## src/rtl/core/fir_pkg.sv

```systemverilog
// Shared definitions for the streaming FIR filter: operation codes,
// sequencer states and the control bundle passed to the MAC datapath.
// No dependencies.
package fir_pkg;

   localparam logic [1:0] OP_LOAD   = 2'd0;
   localparam logic [1:0] OP_SAMPLE = 2'd1;
   localparam logic [1:0] OP_CLEAR  = 2'd2;

   localparam int TAP_COUNT_RESET = 51;
   localparam int ACC_GUARD_BITS  = 8;

   typedef enum logic [1:0] {
      ST_IDLE,
      ST_ISSUE,
      ST_DRAIN,
      ST_FINISH
   } fir_state_type;

   typedef struct packed {
      logic clear;
      logic valid;
      logic use_sample;
      logic hist_ok;
   } mac_ctl_type;

endpackage

```

## src/rtl/core/fir_mac.sv

```systemverilog
// Shared multiply-accumulate for the FIR filter: registered product,
// wide accumulator, round-half-up and saturation to the sample format.
// Depends on fir_pkg.
module fir_mac #(
   parameter int SAMPLE_BITS = 16
) (
   input  logic                          clock,
   input  logic                          reset,
   input  fir_pkg::mac_ctl_type          ctl,
   input  logic signed [SAMPLE_BITS-1:0] coef,
   input  logic signed [SAMPLE_BITS-1:0] hist,
   input  logic signed [SAMPLE_BITS-1:0] x0,
   output logic                          busy,
   output logic signed [SAMPLE_BITS-1:0] result,
   output logic                          result_sat
);

   localparam int PROD_BITS = 2 * SAMPLE_BITS;
   localparam int ACC_BITS  = PROD_BITS + fir_pkg::ACC_GUARD_BITS;
   localparam int RND_BITS  = ACC_BITS + 1;
   localparam logic [RND_BITS-1:0] HALF = RND_BITS'(1) << (SAMPLE_BITS - 2);
   localparam logic [SAMPLE_BITS-1:0] POS_MAX = {1'b0, {(SAMPLE_BITS-1){1'b1}}};
   localparam logic [SAMPLE_BITS-1:0] NEG_MIN = {1'b1, {(SAMPLE_BITS-1){1'b0}}};

   logic signed [SAMPLE_BITS-1:0] operand;
   logic signed [PROD_BITS-1:0]   prod_ff;
   logic                          v2_ff;
   logic [ACC_BITS-1:0]           acc_ff;
   logic signed [RND_BITS-1:0]    rnd;
   logic signed [RND_BITS-1:0]    shifted;
   logic                          fits;

   always_comb begin
      if (ctl.use_sample) begin
         operand = x0;
      end else if (ctl.hist_ok) begin
         operand = hist;
      end else begin
         operand = '0;
      end
   end

   always_ff @(posedge clock) begin
      if (reset) begin
         v2_ff <= 1'b0;
      end else begin
         v2_ff <= ctl.valid;
      end
      prod_ff <= coef * operand;
      if (ctl.clear) begin
         acc_ff <= '0;
      end else if (v2_ff) begin
         acc_ff <= acc_ff + {{(ACC_BITS-PROD_BITS){prod_ff[PROD_BITS-1]}}, prod_ff};
      end
   end

   always_comb begin
      rnd     = $signed({acc_ff[ACC_BITS-1], acc_ff} + HALF);
      shifted = rnd >>> (SAMPLE_BITS - 1);
      fits    = (&shifted[RND_BITS-1:SAMPLE_BITS-1]) | ~(|shifted[RND_BITS-1:SAMPLE_BITS-1]);
      result_sat = ~fits;
      if (fits) begin
         result = shifted[SAMPLE_BITS-1:0];
      end else if (shifted[RND_BITS-1]) begin
         result = NEG_MIN;
      end else begin
         result = POS_MAX;
      end
   end

   assign busy = v2_ff;

endmodule

```

## src/rtl/core/fir_filter_streaming_unit.sv

```systemverilog
// Streaming direct-form FIR filter top level: coefficient and history
// memories, tap sequencer and result register. Depends on fir_pkg, fir_mac.
//
// Usage:
//   req_* carries one item: load coefficient (tap_index, coefficient),
//   filter sample (sample) or clear history. Only a sample item gives a
//   result, on rsp_* (filtered_sample, saturated).
//   csr_* writes tap_count, the number of taps in use; write it only while
//   the block is idle. Zero counts as one tap, values above MAX_TAPS clip.
//   Load and clear items leave the block idle, ready for the next item.
//   A sample item walks one tap per cycle through the shared MAC, reading
//   one coefficient and one history entry per cycle from the memories,
//   so its result is registered after the walk and the MAC drain, and
//   the next item is accepted once the block is back in idle.
//   A finished result waits in the output register; load and clear items
//   are still accepted, and a second sample walks its taps but holds its
//   result, and the input, until rsp_ready.
//   Reset zeroes the history (by a fill count, no clearing pass), sets
//   tap_count to 51 and drops any pending result. Coefficients are
//   undefined until loaded.
module fir_filter_streaming_unit #(
   parameter int MAX_TAPS    = 64,
   parameter int SAMPLE_BITS = 16
) (
   input  logic                          clock,
   input  logic                          reset,
   input  logic                          req_valid,
   output logic                          req_ready,
   input  logic [1:0]                    req_operation,
   input  logic [$clog2(MAX_TAPS)-1:0]   req_tap_index,
   input  logic signed [SAMPLE_BITS-1:0] req_coefficient,
   input  logic signed [SAMPLE_BITS-1:0] req_sample,
   output logic                          rsp_valid,
   input  logic                          rsp_ready,
   output logic signed [SAMPLE_BITS-1:0] rsp_filtered_sample,
   output logic                          rsp_saturated,
   input  logic                          csr_valid,
   output logic                          csr_ready,
   input  logic [$clog2(MAX_TAPS+1)-1:0] csr_tap_count
);

   localparam int CIDX_W     = $clog2(MAX_TAPS);
   localparam int TC_W       = $clog2(MAX_TAPS + 1);
   localparam int HIST_DEPTH = MAX_TAPS - 1;
   localparam int HIDX_W     = (HIST_DEPTH > 1) ? $clog2(HIST_DEPTH) : 1;
   localparam int FILL_W     = $clog2(HIST_DEPTH + 1);

   fir_pkg::fir_state_type state_ff, state_in;

   logic signed [SAMPLE_BITS-1:0] coef_mem [MAX_TAPS];
   logic signed [SAMPLE_BITS-1:0] hist_mem [HIST_DEPTH];
   logic signed [SAMPLE_BITS-1:0] coef_rd_ff;
   logic signed [SAMPLE_BITS-1:0] hist_rd_ff;

   logic [TC_W-1:0]               tap_count_ff;
   logic [TC_W-1:0]               taps_ff, taps_in;
   logic [TC_W-1:0]               k_ff, k_in;
   logic [HIDX_W-1:0]             p_ff, p_in, p_dec;
   logic [HIDX_W-1:0]             head_ff, head_in;
   logic [FILL_W-1:0]             fill_ff, fill_in;
   logic signed [SAMPLE_BITS-1:0] x0_ff;

   logic v1_ff, v1_in;
   logic sel_x0_ff, sel_x0_in;
   logic hok_ff, hok_in;

   logic rsp_valid_ff, rsp_valid_in;
   logic signed [SAMPLE_BITS-1:0] rsp_sample_ff;
   logic rsp_sat_ff;

   logic accept, sample_go, coef_we, clear_go;
   logic issue, last_issue, finish;
   logic mac_busy;
   logic signed [SAMPLE_BITS-1:0] mac_result;
   logic mac_sat;
   fir_pkg::mac_ctl_type mac_ctl;

   assign accept = req_valid & req_ready;

   always_comb begin
      sample_go = 1'b0;
      coef_we   = 1'b0;
      clear_go  = 1'b0;
      unique case (req_operation)
         fir_pkg::OP_LOAD:   coef_we   = accept &
            ({1'b0, req_tap_index} < (CIDX_W+1)'(MAX_TAPS));
         fir_pkg::OP_SAMPLE: sample_go = accept;
         fir_pkg::OP_CLEAR:  clear_go  = accept;
         default: ;
      endcase
   end

   assign last_issue = (k_ff == taps_ff - TC_W'(1));
   assign p_dec      = (p_ff == '0) ? HIDX_W'(HIST_DEPTH - 1) : p_ff - HIDX_W'(1);

   // next state
   always_comb begin
      state_in = state_ff;
      unique case (state_ff)
         fir_pkg::ST_IDLE:   if (sample_go) state_in = fir_pkg::ST_ISSUE;
         fir_pkg::ST_ISSUE:  if (last_issue) state_in = fir_pkg::ST_DRAIN;
         fir_pkg::ST_DRAIN:  if (!v1_ff && !mac_busy) state_in = fir_pkg::ST_FINISH;
         fir_pkg::ST_FINISH: if (!rsp_valid_ff || rsp_ready) state_in = fir_pkg::ST_IDLE;
         default:            state_in = fir_pkg::ST_IDLE;
      endcase
   end

   // state outputs
   always_comb begin
      req_ready = 1'b0;
      issue     = 1'b0;
      finish    = 1'b0;
      unique case (state_ff)
         fir_pkg::ST_IDLE:   req_ready = 1'b1;
         fir_pkg::ST_ISSUE:  issue     = 1'b1;
         fir_pkg::ST_DRAIN:  ;
         fir_pkg::ST_FINISH: finish    = !rsp_valid_ff || rsp_ready;
         default:            ;
      endcase
   end

   always_comb begin
      if (tap_count_ff == '0) begin
         taps_in = TC_W'(1);
      end else if (tap_count_ff > TC_W'(MAX_TAPS)) begin
         taps_in = TC_W'(MAX_TAPS);
      end else begin
         taps_in = tap_count_ff;
      end
      k_in      = sample_go ? '0 : (issue ? k_ff + TC_W'(1) : k_ff);
      p_in      = sample_go ? head_ff : (issue ? p_dec : p_ff);
      v1_in     = issue;
      sel_x0_in = issue && (k_ff == '0);
      hok_in    = FILL_W'(p_ff) < fill_ff;
      head_in   = head_ff;
      fill_in   = fill_ff;
      if (clear_go) begin
         head_in = '0;
         fill_in = '0;
      end else if (finish) begin
         head_in = (head_ff == HIDX_W'(HIST_DEPTH - 1)) ? '0 : head_ff + HIDX_W'(1);
         fill_in = (fill_ff == FILL_W'(HIST_DEPTH)) ? fill_ff : fill_ff + FILL_W'(1);
      end
      rsp_valid_in = finish | (rsp_valid_ff & ~rsp_ready);
   end

   always_ff @(posedge clock) begin
      if (reset) begin
         state_ff     <= fir_pkg::ST_IDLE;
         tap_count_ff <= TC_W'(fir_pkg::TAP_COUNT_RESET);
         k_ff         <= '0;
         p_ff         <= '0;
         head_ff      <= '0;
         fill_ff      <= '0;
         v1_ff        <= 1'b0;
         sel_x0_ff    <= 1'b0;
         hok_ff       <= 1'b0;
         rsp_valid_ff <= 1'b0;
      end else begin
         state_ff     <= state_in;
         if (csr_valid) begin
            tap_count_ff <= csr_tap_count;
         end
         k_ff         <= k_in;
         p_ff         <= p_in;
         head_ff      <= head_in;
         fill_ff      <= fill_in;
         v1_ff        <= v1_in;
         sel_x0_ff    <= sel_x0_in;
         hok_ff       <= hok_in;
         rsp_valid_ff <= rsp_valid_in;
      end
   end

   always_ff @(posedge clock) begin
      if (sample_go) begin
         x0_ff   <= req_sample;
         taps_ff <= taps_in;
      end
      if (finish) begin
         rsp_sample_ff <= mac_result;
         rsp_sat_ff    <= mac_sat;
      end
   end

   always_ff @(posedge clock) begin
      if (coef_we) begin
         coef_mem[req_tap_index] <= req_coefficient;
      end
      coef_rd_ff <= coef_mem[k_ff[CIDX_W-1:0]];
   end

   always_ff @(posedge clock) begin
      if (finish) begin
         hist_mem[head_ff] <= x0_ff;
      end
      hist_rd_ff <= hist_mem[p_ff];
   end

   always_comb begin
      mac_ctl.clear      = sample_go;
      mac_ctl.valid      = v1_ff;
      mac_ctl.use_sample = sel_x0_ff;
      mac_ctl.hist_ok    = hok_ff;
   end

   fir_mac #(
      .SAMPLE_BITS(SAMPLE_BITS)
   ) u_mac (
      .clock      (clock),
      .reset      (reset),
      .ctl        (mac_ctl),
      .coef       (coef_rd_ff),
      .hist       (hist_rd_ff),
      .x0         (x0_ff),
      .busy       (mac_busy),
      .result     (mac_result),
      .result_sat (mac_sat)
   );

   assign csr_ready           = 1'b1;
   assign rsp_valid           = rsp_valid_ff;
   assign rsp_filtered_sample = rsp_sample_ff;
   assign rsp_saturated       = rsp_sat_ff;

endmodule

```

## config.mk

```make
export PLATFORM = sky130hd
export DESIGN_NAME = fir_filter_streaming_unit
export DESIGN_NICKNAME = d
export VERILOG_FILES = /design/src/rtl/core/fir_pkg.sv /design/src/rtl/core/fir_mac.sv /design/src/rtl/core/fir_filter_streaming_unit.sv
export SDC_FILE = /design/constraint.sdc
export NUM_CORES = 2
export LEC_CHECK = 0
export BUFFER_PORTS_ARGS = -buffer_cell sky130_fd_sc_hd__buf_4
export CORE_ASPECT_RATIO = 0.75
export CORE_MARGIN = 1
export CORE_UTILIZATION = 55
export CTS_CLUSTER_DIAMETER = 200
export DETAILED_ROUTE_END_ITERATION = 10
export HOLD_SLACK_MARGIN = 0.08
export PLACE_DENSITY_LB_ADDON = 0.25
export RECOVER_POWER = 100
export SYNTH_ARGS = -nofsm -noshare
export SYNTH_HDL_FRONTEND = slang
export SYNTH_SLANG_ARGS = --single-unit
```

## constraint.sdc

```tcl
create_clock -name clock -period 7 [get_ports clock]
set_input_delay 1.05 -clock clock [delete_from_list [all_inputs] [get_ports clock]]
set_output_delay 1.05 -clock clock [all_outputs]
set_load 0.05 [all_outputs]
```

[After elaboration in Yosys (flattened, before gate mapping)]
Memories as Yosys holds them, arrays and structs flattened. A register that Yosys moved wholly into a read port is not among the register bits.
Index checks and enable logic that the tools add are counted.
Word-level totals
  flip-flop bits (word level): 151
  memory bits (writable): 2032
  input port bits: 52
  output and inout bits: 20
  logic and storage cells: 93
  memories kept: 2
Memories
  coef_mem: depth 64, width 16, rd ports 1, clocked after Yosys merged registers in 1, write ports 1, line fir_filter_streaming_unit.sv:50  | logic signed [SAMPLE_BITS-1:0] coef_mem [MAX_TAPS];
  hist_mem: depth 63, width 16, rd ports 1, clocked after Yosys merged registers in 1, write ports 1, line fir_filter_streaming_unit.sv:51  | logic signed [SAMPLE_BITS-1:0] hist_mem [HIST_DEPTH];
Cells by class
  $add $sub $neg: 7
  multiply operators: 1
  order comparisons: 2
  equality and inequality tests: 12
  multiplexer cells: 24
  bitwise logic cells: 8
  reductions and logical operators: 19
Operators by type and width (count)
  $mux 16: 4
  $add 40x16->41 const B: 1
  $add 40x40->40: 1
  $mul 16x16->32: 1
  $mux 6: 4
  $logic_not 7->1: 2
  $add 6x1->6 const B: 2
  $eq 6x6->1 const B: 2
  $reduce_and 11->1: 1
  $reduce_or 11->1: 1
  $mux 1: 10
  $mux 2: 4
  $ne 2x2->1 const B: 4
  $pmux 2 s4: 1
  $add 7x1->7 const B: 1
  $eq 7x7->1: 1
  $gt 7x7->1 const B: 1
  $mux 7: 1
  $sub 7x1->7 const B: 1
  $eq 2x2->1 const B: 3
  $logic_not 6->1: 1
  $lt 6x6->1: 1
  $reduce_or 2->1: 3
  $sub 6x1->6 const B: 1
  11 further kinds: 21

[Longest topological paths before layout]
  word-level depth: 6
  mapped depth: 27

[By module]
Synthesis repeated with hierarchy kept, for this count alone.
Unflattened totals
  cell total of the unflattened synthesis: 5680
  area, all modules: 97597.4 um2
By module, submodules not included
  fir_filter_streaming_unit: times used 1, cells each 3947, area each 82430.3 um2
  fir_mac: times used 1, cells each 1733, area each 15167.0 um2

[Least setup slack after synthesis]
OpenSTA, ideal clock, no wires.
  path kind: flip-flop to flip-flop
  start point: register x0_ff[7]
  end point: register u_mac.prod_ff[30]
  setup time: 124 ps
  arrival: 6835 ps
  setup slack: 42 ps
  cell stages (with the launch flop): 23
  path buffers: 1
  period minus slack after synthesis: 6958 ps
  path through: edfxtp_1 > a22o_1 > clkbuf_1 > nand2_1 > fa_1 > inv_1 > fa_1 > fa_1 > fa_1 > fa_1 > inv_1 > fa_1 > inv_1 > ha_1 > a21o_1 > a211oi_1 > o21ai_0 > a21o_1 > a221oi_2 > o21ai_1 > a221oi_2 > mux2i_1 > nand3_1
On the way
  word-level cells in the longest chain between the ends: 2
RTL lines
  start, declared: line fir_filter_streaming_unit.sv:61  | logic signed [SAMPLE_BITS-1:0] x0_ff;
  start signal, assigned: line fir_filter_streaming_unit.sv:177  | x0_ff <= req_sample;
  $mux 16: line fir_mac.sv:34  | if (ctl.use_sample) begin
  $mul 16x16->32: line fir_mac.sv:49  | prod_ff <= coef * operand;
  end signal, assigned: line fir_mac.sv:49
  end, declared: line fir_mac.sv:26  | logic signed [PROD_BITS-1:0] prod_ff;
No other way between the ends.
A chain may end at the register's enable or synchronous reset.

[Worst setup path after layout]
  start point: register hok_ff
  end point: register u_mac.prod_ff[30]
On the way
  word-level cells in the longest chain between the ends: 3
RTL lines
  start, declared: line fir_filter_streaming_unit.sv:65  | logic hok_ff, hok_in;
  start signal, assigned: line fir_filter_streaming_unit.sv:170  | hok_ff <= hok_in;
  $mux 16: line fir_mac.sv:36  | end else if (ctl.hist_ok) begin
  $mux 16: line fir_mac.sv:34
  $mul 16x16->32: line fir_mac.sv:49
No other way between the ends.

==> summary.md <==
| Metric | Value |
|---|---|
| Status | finished with violations |
| Failing checks | capacitance limit, slew limit |
| Antenna viol nets, final | 0 |
| Required @ worst endpoint | roughly 7.7 ns |
| Register area | about 65000 µm² |
| Clk buf depth | 3 |
| Max-slew violations | 2500 |
| Max VDD drop | 0.665 mV |
| Final hold violation count | 0 |
| Via count | around 50000 |
| Synth Warn # | 0 |
| Avg WL per Cell | roughly 29 µm |
| FMAX | around 0.15 GHz |
| Worst-path clk slew | about 0.06 ns |
| Worst Hold Launch | csr_tap_count[1] |
| Worst path slowest cell | fa_1 |
| CTS tree | done |
| Crit end category | flip-flop |
| Multi-input gate area in the final layout | 29300 µm² |
| Vias per cell | ~6.2 |
| Critical path type | reg -> reg |
| Num rows | approximately 130 |
| Layout cells sized above 1 | 0.183 |
| Slew HR | -1.72 |
| Count of buffers from port buffering | 70 |
| CTS root buffer | clkbuf_16 |
| Num Clock Sinks | 2215 |
| Syn avg cell area | ~18 µm² |
| Total track usage | 0.263 |
| Final TNS setup | 0 ns |
| Final period util | 0.950 |
| Pwr/cell area | roughly 430 nW/µm² |
| Measured slew at the worst slew-check pin | roughly 4.1 ns |
| CTS buffer count | around 200 |
| Core Util, Final | 0.614 |
| Antenna violations before repair | 15 |
| CP startpoint | hok_ff$_SDFF_PP0_ |
| CP top delay family | adder cells |
| Final net count | slightly below 6000 |
| Setup violators final | 0 |
| Hold Path Class | in -> reg |
| Distinct cells, synth | between 80 and 90 |
| Initial Utilization | 0.557 |
| Synth Flop Type | edfxtp_1 |
| Worst Path Arrival | 7.35 ns |
| Crit path cell chain | nor2b_2, buf_4, a22o_2, and2_1, fa_1, inv_1, fa_1, fa_1, inv_1, fa_1, fa_1, inv_1, fa_1, inv_1, ha_1, a21o_1, a211oi_1, o21ai_0, a21o_1, a221oi_2, o21ai_2, a221oi_2, mux2i_1, nand3_1 |
| Post-route clock skew | about 0.066 ns |
| Max-cap viol count | 46 |
| # hold bufs at CTS | 0 |
| Setup slack after layout | about 0.35 ns |
| HPWL after detailed placement | between 100000 and 150000 µm |
| Core area | about 170000 µm² |
| Top-area cell type share of the netlist area | 0.643 |
| Top fanout value on the critical path | 11 |
| Die width | a little under 500 µm |
| Synth async-reset ratio | 0 |
| Pre-antenna DRT Iters | 6 |
| Place WS | ~0.12 ns |
| Filler Cell Count | between 10000 and 15000 |
| Most common cell on crit path | fa_1 |
| Seq/Total Area, Yosys | 0.673 |
| Total Wirelength | approximately 230000 µm |
| Post-Syn Nets | 5749 |
| Tmin final | around 6.7 ns |
| Hold slack | about 0.41 ns |
| Largest net degree at the start of global routing | roughly 130 |
| CP bufs+invs | 5 |
| Biggest area consumer among synthesized cells | edfxtp_1 |
| Post-Syn Area | approximately 97000 µm² |
| Worst skew pair latency | ~0.86 ns |
| Post-synth EDFFs | roughly 2100 |
| Area Overhead vs Synth | 10.2% |
| Final GP Congestion | just over 0.9 |
| Die Y | 365 µm |
| Number of global-route vias before repair | between 40000 and 50000 |
| Worst r2r src | hok_ff$_SDFF_PP0_ |
| Worst stage delay on the critical path | ~0.53 ns |
| GRT overflow | 0 |
| Htree depth | 4 |
| Die footprint | roughly 180000 µm² |
| Io pins | approximately 70 |
| Synthesized flop and latch total | 2215 |
| Residual DRC | 0 |
| First-iteration detailed-routing DRC count | between 6000 and 7000 |
| First-pass GRT wire length | about 340000 µm |
| Startpoint types | flip-flop |
| Area contributors post-synth | edfxtp_1 64%, mux4_2 14%, fa_1 5.4% |
| Leak | approximately 35 nW |
| Syn Inst Count | 5295 |
## worst reg2reg max path: cells and delay by family, from the launching register on
family	cells	cell delay, ns
AOI/OAI and AO/OA	8	1.84
adders and majority gates	7	3.34
buffers and inverters	5	0.36
DFF	1	0.30
muxes	1	0.24
and+or+nand+nor	3	0.47
## placed cells by master (no fill, tap or decap), drive strengths merged, types with 15 or more instances in the layout
| cell type | instances |
|---|---|
| mux4 | 592 |
| a211oi | 32 |
| nor2 | 245 |
| a21oi | 127 |
| nand3 | 42 |
| xnor2 | 67 |
| nand2 | 244 |
| inv | 334 |
| mux2 | 18 |
| o21ai | 89 |
| nor3 | 24 |
| bufinv | 15 |
| nor2b | 63 |
| fa | 263 |
| mux2i | 95 |
| dfxtp | 143 |
| edfxtp | 2072 |
| clkinv | 90 |
| clkbuf | 466 |
| buf | 76 |
| a21o | 34 |
| a31oi | 29 |
| ha | 139 |
| and3 | 20 |
| and2 | 112 |
| o22ai | 20 |
| xor2 | 29 |
| nand4 | 24 |
## cell usage after synthesis (29+ instances only)
master    count
a211oi_1     32
a21o_1       34
a21oi_1     115
a31oi_1      29
and2_1      112
buf_1        37
buf_2        61
clkbuf_1    155
dfxtp_1     143
edfxtp_1   2072
fa_1        263
ha_1        139
inv_1       327
mux2i_1      95
mux4_2      592
nand2_1     244
nand3_1      42
nor2_1      242
nor2b_1      62
o21ai_0      64
xnor2_1      67
xor2_1       29
## layout make-up
cell class	count	area share
flip-flops and latches	2215	0.611
multi-input cells	2486	0.275
clock buffers	261	0.0499
well taps	2345	0.0275
repair buffers	281	0.0136
inverters	330	0.0116
clock inverters	113	0.0109
diodes	6	0.000141
## path summary, 6_finish.rpt
kind	endpoint	slack, ns	depth (start not counted)
hold / removal	tap_count_ff[1]$_SDFFE_PP1P_	0.41	2
hold reg to reg	u_mac.acc_ff[4]$_SDFFE_PP0P_	0.47	2
setup / recovery	u_mac.prod_ff[30]$_DFF_P_	0.35	24
setup reg to reg	u_mac.prod_ff[30]$_DFF_P_	0.35	24
## registers in the layout (all words and copies together) (netlist names)
register,count
hok_ff,1
taps_ff,7
u_mac.acc_ff,40
hist_rd_ff,16
state_ff,2
coef_rd_ff,16
head_ff,6
u_mac.prod_ff,32
v1_ff,1
k_ff,7
coef_mem,1024
rsp_valid,1
tap_count_ff,7
x0_ff,16
hist_mem,1008
u_mac.busy,1
rsp_filtered_sample,16
p_ff,6
rsp_saturated,1
sel_x0_ff,1
fill_ff,6
## per-stage QoR
stage / power (mW) / std cells / cell area, µm²
global route: 48.6 / 8036 / 107000
global placement: 34.7 / 7656 / 101000
floorplan: 29.8 / 5295 / 96700
finish: 45.7 / 8037 / 107000
CTS: 45.8 / 8030 / 107000
detailed placement: 35.1 / 7656 / 101000
## per-layer routing
layer | GRT usage | up-vias | wire (µm)
li1 | - | 21000 | -
met1 | 0.411 | 26200 | 100000
met2 | 0.376 | 2373 | 100000
met3 | 0.0613 | 306 | 24700
met4 | 0.0631 | 4 | 5050
met5 | 0 | - | 34
## cells by family (layout without fill, tap and decap cells)
group / after synthesis / count (layout) / synth area share
AO/OA/AOI/OAI: 443 / 443 / 0.0301
XOR/XNOR: 96 / 96 / 0.00869
adder cells (fa/ha/maj): 402 / 402 / 0.0724
buffers and inverters: 594 / 985 / 0.0244
flip-flops: 2215 / 2215 / 0.673
multiplexers: 705 / 705 / 0.150
other: 1 / 7 / 0.0000388
AND/OR/NAND/NOR: 839 / 839 / 0.0419
## timing repair
action | CTS | global route
resized for setup | 0 | 11
setup buffers | 0 | 1
setup endpoints to repair | 0 | 5
## report_power, final
part / leakage [nW] / total (mW) / switching, mW / internal, mW
Clock: 3.13 / 10.8 / 4.85 / 5.95
Sequential: 19.8 / 15.6 / 0.553 / 15.1
Combinational: 11.9 / 19.3 / 10.9 / 8.35
No activity file was read; power rests on OpenSTA's default activity.
